File: src/rtl/ddds_pkg.sv
// shared types, codes and divide-by-ten helpers for the decimal digit display scanner
package ddds_pkg;

  // action codes
  localparam logic [1:0] ACT_FULL  = 2'd0;
  localparam logic [1:0] ACT_RIGHT = 2'd1;
  localparam logic [1:0] ACT_LEFT  = 2'd2;
  localparam logic [1:0] ACT_NONE  = 2'd3;

  // reciprocal of ten, exact for every 16-bit value
  localparam logic [31:0] DIV10_MUL   = 32'd52429;
  localparam int          DIV10_SHIFT = 19;
  localparam int          QUOT_W      = 13;

  // digit positions and last index of each mode
  localparam logic [1:0] POS_LEFT_BASE = 2'd2;
  localparam logic [1:0] IDX_LAST_FULL = 2'd3;
  localparam logic [1:0] IDX_LAST_PAIR = 2'd1;

  typedef struct packed {
    logic [15:0] value;
    logic [1:0]  action;
  } in_t;

  typedef struct packed {
    logic [1:0] digit_position;
    logic [4:0] segment_code;
    logic       last_digit;
  } out_t;

  // quotient of x by ten
  function automatic logic [QUOT_W-1:0] div10(input logic [15:0] x);
    logic [31:0] p;
    p = 32'(x) * DIV10_MUL;
    return p[DIV10_SHIFT +: QUOT_W];
  endfunction

  // remainder of x by ten, given its quotient
  function automatic logic [3:0] rem10(input logic [15:0] x, input logic [QUOT_W-1:0] q);
    logic [15:0] r;
    r = x - ((16'(q) << 3) + (16'(q) << 1));
    return r[3:0];
  endfunction

  // bcd digit to port code: bit 3 moves to bit 4
  function automatic logic [4:0] port_code(input logic [3:0] d);
    return {d[3], 1'b0, d[2:0]};
  endfunction

endpackage

File: src/rtl/decimal_digit_display_scanner_top.sv
// top level of the decimal digit display scanner: divide pipeline and digit serializer
//
// A transaction is taken when start is high and busy is low. The value passes four
// register stages, each peeling off one decimal digit with a reciprocal multiply, then
// a serializer emits one digit per cycle: four results in full mode, two in either pair
// mode, none for action 3. Results are strobed by result_valid_o for a single cycle and
// cannot be held off. A taken transaction passes the stage registers s1 to s4 and then the
// serializer register before its first result shows; a new transaction can be taken every
// cycle while the pipeline has room, and the sustained rate is set by the serializer, which
// shows every digit of one transaction before it takes the next. Stalled stages hold their
// contents, busy rises when the first stage cannot move on.
module decimal_digit_display_scanner_top (
  input  logic             clk_i,
  input  logic             rst_ni,
  input  logic             start,
  output logic             busy,
  input  ddds_pkg::in_t    in_i,
  output logic             result_valid_o,
  output ddds_pkg::out_t   result_o
);
  import ddds_pkg::*;

  // stage valid bits
  logic s1_v_q, s2_v_q, s3_v_q, s4_v_q, ser_v_q;
  logic s1_v_d, s2_v_d, s3_v_d, s4_v_d, ser_v_d;

  // stage payloads
  logic [15:0]       s1_val_q;
  logic [1:0]        s1_act_q;
  logic [QUOT_W-1:0] s2_quo_q;
  logic [1:0]        s2_act_q;
  logic [3:0]        s2_d0_q;
  logic [9:0]        s3_quo_q;
  logic [1:0]        s3_act_q;
  logic [3:0]        s3_d0_q, s3_d1_q;
  logic [6:0]        s4_quo_q;
  logic [1:0]        s4_act_q;
  logic [3:0]        s4_d0_q, s4_d1_q, s4_d2_q;
  logic [3:0]        ser_dig_q [4];
  logic [1:0]        ser_act_q;
  logic [1:0]        ser_idx_q, ser_idx_d;

  logic rdy1, rdy2, rdy3, rdy4, ser_last, take;
  logic [QUOT_W-1:0] q1, q2, q3, q4;

  // ready chain from the serializer back to the first stage
  assign ser_last = (ser_act_q == ACT_FULL) ? (ser_idx_q == IDX_LAST_FULL)
                                            : (ser_idx_q == IDX_LAST_PAIR);
  assign rdy4 = !ser_v_q || ser_last;
  assign rdy3 = !s4_v_q || rdy4;
  assign rdy2 = !s3_v_q || rdy3;
  assign rdy1 = !s2_v_q || rdy2;
  assign busy = s1_v_q && !rdy1;
  assign take = start && !busy;

  // divide by ten at each stage boundary
  assign q1 = div10(s1_val_q);
  assign q2 = div10(16'(s2_quo_q));
  assign q3 = div10(16'(s3_quo_q));
  assign q4 = div10(16'(s4_quo_q));

  // valid bits and serializer index
  always_comb begin
    s1_v_d = s1_v_q;
    if (!s1_v_q || rdy1) begin
      s1_v_d = take && (in_i.action != ACT_NONE);
    end
    s2_v_d = rdy1 ? s1_v_q : s2_v_q;
    s3_v_d = rdy2 ? s2_v_q : s3_v_q;
    s4_v_d = rdy3 ? s3_v_q : s4_v_q;
    ser_v_d   = ser_v_q;
    ser_idx_d = ser_idx_q;
    if (rdy4) begin
      ser_v_d   = s4_v_q;
      ser_idx_d = '0;
    end else begin
      ser_idx_d = ser_idx_q + 2'd1;
    end
  end

  always_ff @(posedge clk_i or negedge rst_ni) begin
    if (!rst_ni) begin
      s1_v_q    <= 1'b0;
      s2_v_q    <= 1'b0;
      s3_v_q    <= 1'b0;
      s4_v_q    <= 1'b0;
      ser_v_q   <= 1'b0;
      ser_idx_q <= '0;
    end else begin
      s1_v_q    <= s1_v_d;
      s2_v_q    <= s2_v_d;
      s3_v_q    <= s3_v_d;
      s4_v_q    <= s4_v_d;
      ser_v_q   <= ser_v_d;
      ser_idx_q <= ser_idx_d;
    end
  end

  // payload registers, each stage moves when the next has room
  always_ff @(posedge clk_i) begin
    if (!s1_v_q || rdy1) begin
      s1_val_q <= in_i.value;
      s1_act_q <= in_i.action;
    end
    if (rdy1) begin
      s2_quo_q <= q1;
      s2_d0_q  <= rem10(s1_val_q, q1);
      s2_act_q <= s1_act_q;
    end
    if (rdy2) begin
      s3_quo_q <= q2[9:0];
      s3_d0_q  <= s2_d0_q;
      s3_d1_q  <= rem10(16'(s2_quo_q), q2);
      s3_act_q <= s2_act_q;
    end
    if (rdy3) begin
      s4_quo_q <= q3[6:0];
      s4_d0_q  <= s3_d0_q;
      s4_d1_q  <= s3_d1_q;
      s4_d2_q  <= rem10(16'(s3_quo_q), q3);
      s4_act_q <= s3_act_q;
    end
    if (rdy4) begin
      ser_dig_q[0] <= s4_d0_q;
      ser_dig_q[1] <= s4_d1_q;
      ser_dig_q[2] <= s4_d2_q;
      ser_dig_q[3] <= rem10(16'(s4_quo_q), q4);
      ser_act_q    <= s4_act_q;
    end
  end

  // result fields from the serializer registers
  always_comb begin
    result_valid_o          = ser_v_q;
    result_o.digit_position = (ser_act_q == ACT_LEFT) ? (ser_idx_q + POS_LEFT_BASE) : ser_idx_q;
    result_o.segment_code   = port_code(ser_dig_q[ser_idx_q]);
    result_o.last_digit     = ser_last;
  end

endmodule

File: config.mk
export PLATFORM = sky130hd
export DESIGN_NAME = decimal_digit_display_scanner_top
export DESIGN_NICKNAME = d
export VERILOG_FILES = /design/src/rtl/ddds_pkg.sv /design/src/rtl/decimal_digit_display_scanner_top.sv
export SDC_FILE = /design/constraint.sdc
export NUM_CORES = 1
export LEC_CHECK = 0
export ABC_AREA = 1
export BUFFER_PORTS_ARGS = -buffer_cell sky130_fd_sc_hd__clkbuf_2
export CORE_MARGIN = 8
export CORE_UTILIZATION = 60
export DETAILED_ROUTE_END_ITERATION = 7
export PLACE_DENSITY = 0.78
export SKIP_CTS_REPAIR_TIMING = 1
export SYNTH_ARGS = -nofsm -noshare
export SYNTH_HDL_FRONTEND = slang
export SYNTH_SLANG_ARGS = --single-unit
File: constraint.sdc
create_clock -name clk_i -period 6.7 [get_ports clk_i]
set_input_delay 0.335 -clock clk_i [delete_from_list [all_inputs] [get_ports clk_i]]
set_output_delay 0.335 -clock clk_i [all_outputs]
set_load 0.03 [all_outputs]
=== Word level (Yosys, flattened, before mapping) ===
Memories as Yosys holds them, arrays and structs flattened.
Cells that the tools add are included.

* Input port bits: 21
* Memory bits (writable): 16
* Flip-flop bits (word level): 87
* Output and inout port bits: 10
* Memories kept: 1

* Mux-type cells: 5
* $add $sub $neg: 10
* $mul: 4
* Reduce and logical (&&, ||, !) cells: 16
* Equality and inequality tests: 4

{| class="wikitable"
|+ Memories
! name !! depth !! bits a word !! read ports !! clocked after memory_dff !! write ports !! RTL line !! source
|-
| ser_dig_q || 4 || 4 || 1 || 0 || 4 || decimal_digit_display_scanner_top.sv:39 || <nowiki>logic [3:0] ser_dig_q [4];</nowiki>
|}

{| class="wikitable"
|+ Operators by type and width
! operator !! number
|-
| $mul A16 B16 Y32 const B || 1
|-
| $mul A13 B16 Y29 const B || 1
|-
| $mul A10 B16 Y26 const B || 1
|-
| $mul A7 B16 Y22 const B || 1
|-
| $add A4 B4 Y4 || 4
|-
| $sub A4 B4 Y4 || 4
|-
| $logic_not A1 Y1 || 7
|-
| $logic_or A1 B1 Y1 || 5
|-
| $eq A2 B2 Y1 const B || 2
|-
| $mux W2 || 2
|-
| $logic_and A1 B1 Y1 || 3
|-
| $mux W1 || 3
|-
| $add A2 B1 Y2 const B || 1
|-
| $add A2 B2 Y2 const B || 1
|-
| $eq A2 B1 Y1 const B || 1
|-
| $logic_not A2 Y1 || 1
|-
| $ne A2 B2 Y1 const B || 1
|}

=== Longest topological paths before layout ===
Gate-level depths: netlist of the first run.

* Depth in word-level cells: 11
* Gate-level depth with buffers: 28

=== Least setup slack after synthesis of the first run ===
Ideal clock, no wire load.

* Kind: register to register
* Start point: register s1_val_q[4]
* End point: register s2_d0_q[3], data pin
* Cell stages (with the launch flop): 26
* Setup time: 0.249 ns
* Arrival time: 5.302 ns
* Buffers on the path: 0
* Data required time: 6.451 ns
* Clock period less this slack: 5.551 ns
* Path slack: 1.149 ns
* Cell sequence: edfxtp_1 -> ha_1 -> fa_1 -> inv_1 -> fa_1 -> fa_1 -> inv_1 -> fa_1 -> inv_1 -> fa_1 -> inv_1 -> ha_1 -> nand2_1 -> nor2_1 -> inv_1 -> o21ai_1 -> inv_1 -> nand2_1 -> xor2_1 -> ha_1 -> xor2_1 -> inv_1 -> nand4_1 -> nand3_1 -> nand2_1 -> inv_1

* Cells in the longest elaborated chain, start to end: 3

{| class="wikitable"
|+ RTL lines
! what !! RTL line !! source
|-
| start: declaration || decimal_digit_display_scanner_top.sv:28 || <nowiki>logic [15:0] s1_val_q;</nowiki>
|-
| start signal: assignment || decimal_digit_display_scanner_top.sv:102 || <nowiki>s1_val_q <= in_i.value;</nowiki>
|-
| $mul A16 B16 Y32 || ddds_pkg.sv:34 || <nowiki>p = 32'(x) * DIV10_MUL;</nowiki>
|-
| named net q1[1] || decimal_digit_display_scanner_top.sv:44 || <nowiki>logic [QUOT_W-1:0] q1, q2, q3, q4;</nowiki>
|-
| $add A4 B4 Y4 || ddds_pkg.sv:41 || <nowiki>r = x - ((16'(q) << 3) + (16'(q) << 1));</nowiki>
|-
| $sub A4 B4 Y4 || ddds_pkg.sv:41 ||
|-
| end signal: assignment || decimal_digit_display_scanner_top.sv:107 || <nowiki>s2_d0_q <= rem10(s1_val_q, q1);</nowiki>
|-
| end: declaration || decimal_digit_display_scanner_top.sv:32 || <nowiki>logic [3:0] s2_d0_q;</nowiki>
|}

The timed path passes the listed nets, and every way through them passes these cells.
A chain may end at the register's enable or synchronous reset.

=== Final worst setup path of the first run ===
* Start point: register s1_val_q[8]
* End point: register s2_d0_q[3], data pin

The elaborated chain is that of the path after synthesis.

==> impl_metrics.yaml, run 1 <==
setup_path:
  cpPeakStageDelay_ns: 0.55
  critPathRequiredTime_ns: 6.82
  arrival_ns: 6.21
  r2r_start: "s1_val_q[8]"
  r2r.worst_path.cells: 25
  path_buf_inv: 8
  r2r_slack_ns: 0.61
  critPathTopFamily: "adder cells"
  worst-setup-path-type: "reg -> reg"
  timing.rr.end: "s2_d0_q[3]"
  cp_common_cell: "inv_1"
  cpMaxStageDelayCell: "fa_1"
  crit_path_max_fanout: 5
  cp-start-kind: "register"
  crit_path_end_kind: "register"
worst_hold_path:
  hold_path.class: "in -> reg"
  worstHoldPathCells: 1
  min_from: "in_i[9]"
  min_to: "s1_val_q[7]"
synth:
  synth_top_area_cell: "ha_1"
  yosysMostFrequentCell: "inv_1"
  ys_seq_elements: 103
  async_reset_ff_share_pct: 6.796
  ys_top_cells_by_count: "inv_1 (453), ha_1 (337), nand2_1 (202), fa_1 (168), edfxtp_1 (96)"
  syn_area_sq_mm: 0.01527
  synth_edf_count: 96
  yosysWarnings: 0
  ys.flop_type: "edfxtp_1"
  yosys-top-cells-area: "ha_1 (28%), fa_1 (22%), edfxtp_1 (19%)"
  synth.top_cell.area_share_pct: 27.60
  synth_cell_types: 44
  ys_seq_area_share_pct: 20.02
  syn_nets: 2167
  syn_avg_cell_area_sq_um: 9.308
  netlist_instances: 1641
floorplanning:
  die_area_sq_mm: 0.03082
  design.core.area_sq_mm: 0.02511
  die_w_um: 175.6
  initial_core_util_pct: 60.83
  fp.dieH_um: 175.6
  rows: 58
  pin_count: 31
final_layout:
  final_cells: 2012
  antenna_cells: 0
  nFillCells: 2052
  fin_nets: 2203
  drive_above_1_share_pct: 4.281
  final_cell_area_sq_mm: 0.01610
  area_growth_pct: 5.382
cts:
  clk_latency_ns: 0.36
  clk_path_buf_depth: 2
  path_clk_slew_ns: 0.08
  ctsHtreeMaxLevel: 3
  cts_made_buffers: 9
  cts_tree: "built"
  clkSinkCount: 103
  cts_root_buffer: "clkbuf_16"
drt:
  ant_nets: 0
  drc_errors: 0
  avgViaCountPerCell: 5.270
  wirelength_um: 32110
  vias: 10603
  detail_route.iter0.violations: 604
  wl_per_cell_um: 15.96
  firstDrtPassIters: 5
sta:
  max_slew_margin_pct: 45.79
  clock_skew_ns: 0.01139
  fin_crit_sh_pct: 90.94
  hold_viol: 0
  clock.fmax_mhz: 164.1
  setup_viol: 0
  final.setup.tns_ns: 0
  period_minus_slack_ns: 6.093
  drv_slew: 0
  worst_pin_slew_ns: 0.8122
  rsz0062_at_grt: "false"
placement:
  hpwl_um: 28720
  gp_congestion: 0.9026
  dpl-instance-area_sq_mm: 0.01580
  port_buffers: 29
  dp_cells: 1995
status:
  status: "completed"
global_routing:
  grt_overflow: 0
  first_global_vias: 10861
  antenna_found_initial: 0
  grt_use_total_pct: 21.48
  grt_max_degree: 24
  grt_pass1_wl_um: 52850
run:
  maxCapViolCount: 0
-- flip-flops by register name, indices dropped and copies added (netlist names), 2 cells and up --
register,count
s2_act_q,2
s4_d2_q,4
s4_quo_q,7
s1_val_q,16
ser_act_q,2
s3_quo_q,10
ser_idx_q,2
s3_act_q,2
s2_d0_q,4
s4_d0_q,4
s3_d0_q,4
s2_quo_q,13
s1_act_q,2
s4_act_q,2
ser_dig_q,16
s4_d1_q,4
s3_d1_q,4
-- worst max path at each step --
stage / start / to / depth (start not counted)
6_report: s1_val_q[8] / s2_d0_q[3] / 25
5_1_grt: s1_val_q[8] / s2_d0_q[3] / 25
4_1_cts: s1_val_q[8] / s2_d0_q[3] / 25
3_5_place_dp: s1_val_q[8] / s2_d0_q[3] / 25
3_3_place_gp: s1_val_q[5] / s2_d0_q[3] / 25
2_1_floorplan: s1_val_q[4] / s2_d0_q[3] / 25
-- worst register-to-register path: stages (launching register included) --
cell and delay, ns:
edfxtp_1 0.50, ha_1 0.42, fa_1 0.55, inv_1 0.06
fa_1 0.50, fa_1 0.55, inv_1 0.05, fa_1 0.54
inv_1 0.06, fa_1 0.53, inv_1 0.04, ha_1 0.36
nand2_1 0.17, nor2_1 0.12, inv_1 0.07, o21ai_1 0.18
inv_1 0.06, nand2_1 0.09, xor2_1 0.21, ha_1 0.20
xor2_1 0.21, inv_1 0.07, nand4_1 0.11, nand3_1 0.08
nand2_1 0.08, inv_1 0.04
-- cell families (layout without fill, tap and decap cells) --
kind of cell	count (synthesis)	in the layout	share of synthesized area [%]
DFF	103	103	20.02
AOI/OAI and AO/OA	144	144	5.423
buffers and inverters	463	504	11.45
xor gates and xnor gates	48	48	2.752
and+or+nand+nor	377	377	10.71
other	1	1	0.02455
adders and majority gates	505	505	49.62
-- layout make-up --
cell class / instances / area [sq um] / area share [%]
Sequential cell: 103 / 3058 / 19.00
Tap cell: 330 / 412.9 / 2.565
Clock inverter: 6 / 55.05 / 0.3420
Timing Repair Buffer: 30 / 155.1 / 0.9639
Clock buffer: 10 / 229.0 / 1.422
Inverter: 458 / 1719 / 10.68
Multi-Input combinational cell: 1075 / 10470 / 65.03
-- metal layers --
metal,GRT usage (%),wire length (um),up-vias,part of all wire (%)
met1,28.26,14430,5091,45
met2,36.81,15650,211,49
met5,0,0,-,0
li1,-,-,5261,-
met4,5.864,644,0,2.0
met3,2.749,1389,40,4.3
-- through the flow --
| step | utilization (%) | setup WS, ns | hold slack, ns |
|---|---|---|---|
| after floorplan | - | 1.149 | 0.03941 |
| after global placement | 62.94 | 0.7839 | 0.1788 |
| after detailed placement | 62.94 | 0.6321 | 0.1839 |
| after CTS | 64.07 | 0.6259 | -0.2009 |
| after global routing | 64.11 | 0.2589 | 0.1369 |
| final | 64.11 | 0.6070 | 0.1435 |
-- layout by cell type, fill, tap and decap left out, types with 6 or more instances in the layout --
cell,count
a21o_1,13
a21oi_1,66
clkbuf_16,9
clkbuf_2,29
dfrtp_1,7
edfxtp_1,96
fa_1,168
ha_1,337
inv_1,453
nand2_1,202
nand3_1,39
nand4_1,13
nor2_1,76
nor3_1,14
o211ai_1,6
o21ai_0,24
o21ai_1,13
xnor2_1,23
xor2_1,25
Power of run 1 is not shown: default switching activity piles up to over one toggle a cycle in this logic, so the estimate is an artifact.
==> inputs of run 2 (changes only) <==
CORE_MARGIN = 2   (was 8)
==> impl_metrics.yaml, run 2 (synthesis gave the netlist of run 1 again) <==
status:
  status: "completed"
final_layout:
  area_growth_pct: 5.333
  antenna_cells: 0
  drive_above_1_share_pct: 4.162
  final_common_cell: "inv_1"
  fin_nets: 2203
  nFillCells: 2060
  multiInputGateArea_sq_mm: 0.01047
  layout_common_cells: "inv_1 (453), ha_1 (337), nand2_1 (202), fa_1 (168), edfxtp_1 (96)"
  seq_area_sq_mm: 0.003058
  top_regs: "s1_val_q x16, ser_dig_q x16, s2_quo_q x13"
setup_path:
  critPathRequiredTime_ns: 6.81
  worst-setup-path-type: "reg -> reg"
  cpMaxStageDelayCell: "fa_1"
  arrival_ns: 6.13
  path_buf_inv: 8
  crit_path_end_kind: "register"
  cpPeakStageDelay_ns: 0.55
  crit_path_max_fanout: 6
  cp-start-kind: "register"
  cp_common_cell: "inv_1"
  critPathTopFamily: "adder cells"
placement:
  gp_congestion: 0.9146
  port_buffers: 29
  hpwl_um: 28880
sta:
  worst_pin_slew_ns: 0.7972
  clock_skew_ns: 0.01709
  rsz0062_at_grt: "false"
  hold_viol: 0
  period_minus_slack_ns: 6.025
  fin_crit_sh_pct: 89.93
  setup_viol: 0
  clock.fmax_mhz: 166.0
  drv_slew: 0
  max_slew_margin_pct: 46.79
  final.setup.tns_ns: 0
drt:
  vias: 10737
  wirelength_um: 32270
  avgViaCountPerCell: 5.336
  drc_errors: 0
  firstDrtPassIters: 5
  wl_per_cell_um: 16.04
  ant_nets: 0
  detail_route.iter0.violations: 598
cts:
  cts_tree: "built"
  clkSinkCount: 103
  clk_path_buf_depth: 2
  cts_root_buffer: "clkbuf_16"
  clk_latency_ns: 0.36
  ctsHtreeMaxLevel: 3
  cts_made_buffers: 9
  path_clk_slew_ns: 0.08
floorplanning:
  fp.dieH_um: 163.6
  pin_count: 31
  design.core.area_sq_mm: 0.02511
  initial_core_util_pct: 60.83
  die_area_sq_mm: 0.02675
  rows: 58
  die_w_um: 163.6
worst_hold_path:
  hold_path.class: "in -> reg"
global_routing:
  grt_overflow: 0
  grt_max_degree: 24
  first_global_vias: 11086
  grt_pass1_wl_um: 52710
  grt_use_total_pct: 25.41
  antenna_found_initial: 0
run:
  maxCapViolCount: 0
==> run 2: cell count changes in the layout (fill, tap and decap cells not counted) <==
cell / delta
clkinv_2: -1
clkbuf_8: +1
clkinvlp_4: -1
clkbuf_1: +2
clkinv_8: -1
==> run 2: final timing paths <==
check                                 end  slack (ns)   startpoint  cells past startpoint
min                           s1_val_q[8]        0.15     in_i[10]                      1
max in group asynchronous          s3_v_q        6.17       rst_ni                      2
max reg2reg                    s2_d0_q[3]        0.67  s1_val_q[4]                     25
max                            s2_d0_q[3]        0.67  s1_val_q[4]                     25
min in group asynchronous  result_valid_o        0.36       rst_ni                      2
min reg2reg                    s4_d1_q[2]        0.42   s3_d1_q[2]                      0
==> run 2: cell type report <==
class,count,share of cell area (%)
Inverter,458,10.69
Timing Repair Buffer,30,0.9643
Tap cell,330,2.566
Sequential cell,103,19.01
Clock buffer,13,1.555
Multi-Input combinational cell,1075,65.06
Clock inverter,3,0.1633
==> run 2: worst reg2reg max path, delay by kind of cell (launching register included) <==
kind                       cells  cell delay, ns
DFF                            1            0.52
xor gates and xnor gates       2            0.40
adders and majority gates      8            3.63
AOI/OAI and AO/OA              1            0.17
and+or+nand+nor                6            0.62
buffers and inverters          8            0.43
==> run 2: metrics by stage <==
step | worst slack, ns | cell area, sq um | std cells | hold WS [ns] | utilization, %
2_1_floorplan | 1.149 | 15270 | 1641 | 0.03941 | -
3_3_place_gp | 0.7880 | 15800 | 1995 | 0.1731 | 62.94
3_5_place_dp | 0.6902 | 15800 | 1995 | 0.1858 | 62.94
4_1_cts | 0.6868 | 16080 | 2011 | -0.1939 | 64.04
5_1_grt | 0.2952 | 16090 | 2012 | 0.1376 | 64.08
6_report | 0.6746 | 16090 | 2012 | 0.1492 | 64.08
==> run 2: routing by layer <==
layer	track usage, %	vias up	share of wire (%)
li1	-	5271	-
met1	33.17	5167	43
met2	43.75	246	49
met3	3.606	53	4.7
met4	8.333	0	2.7
met5	0	-	0
Power of run 2 is left out for the same reason.
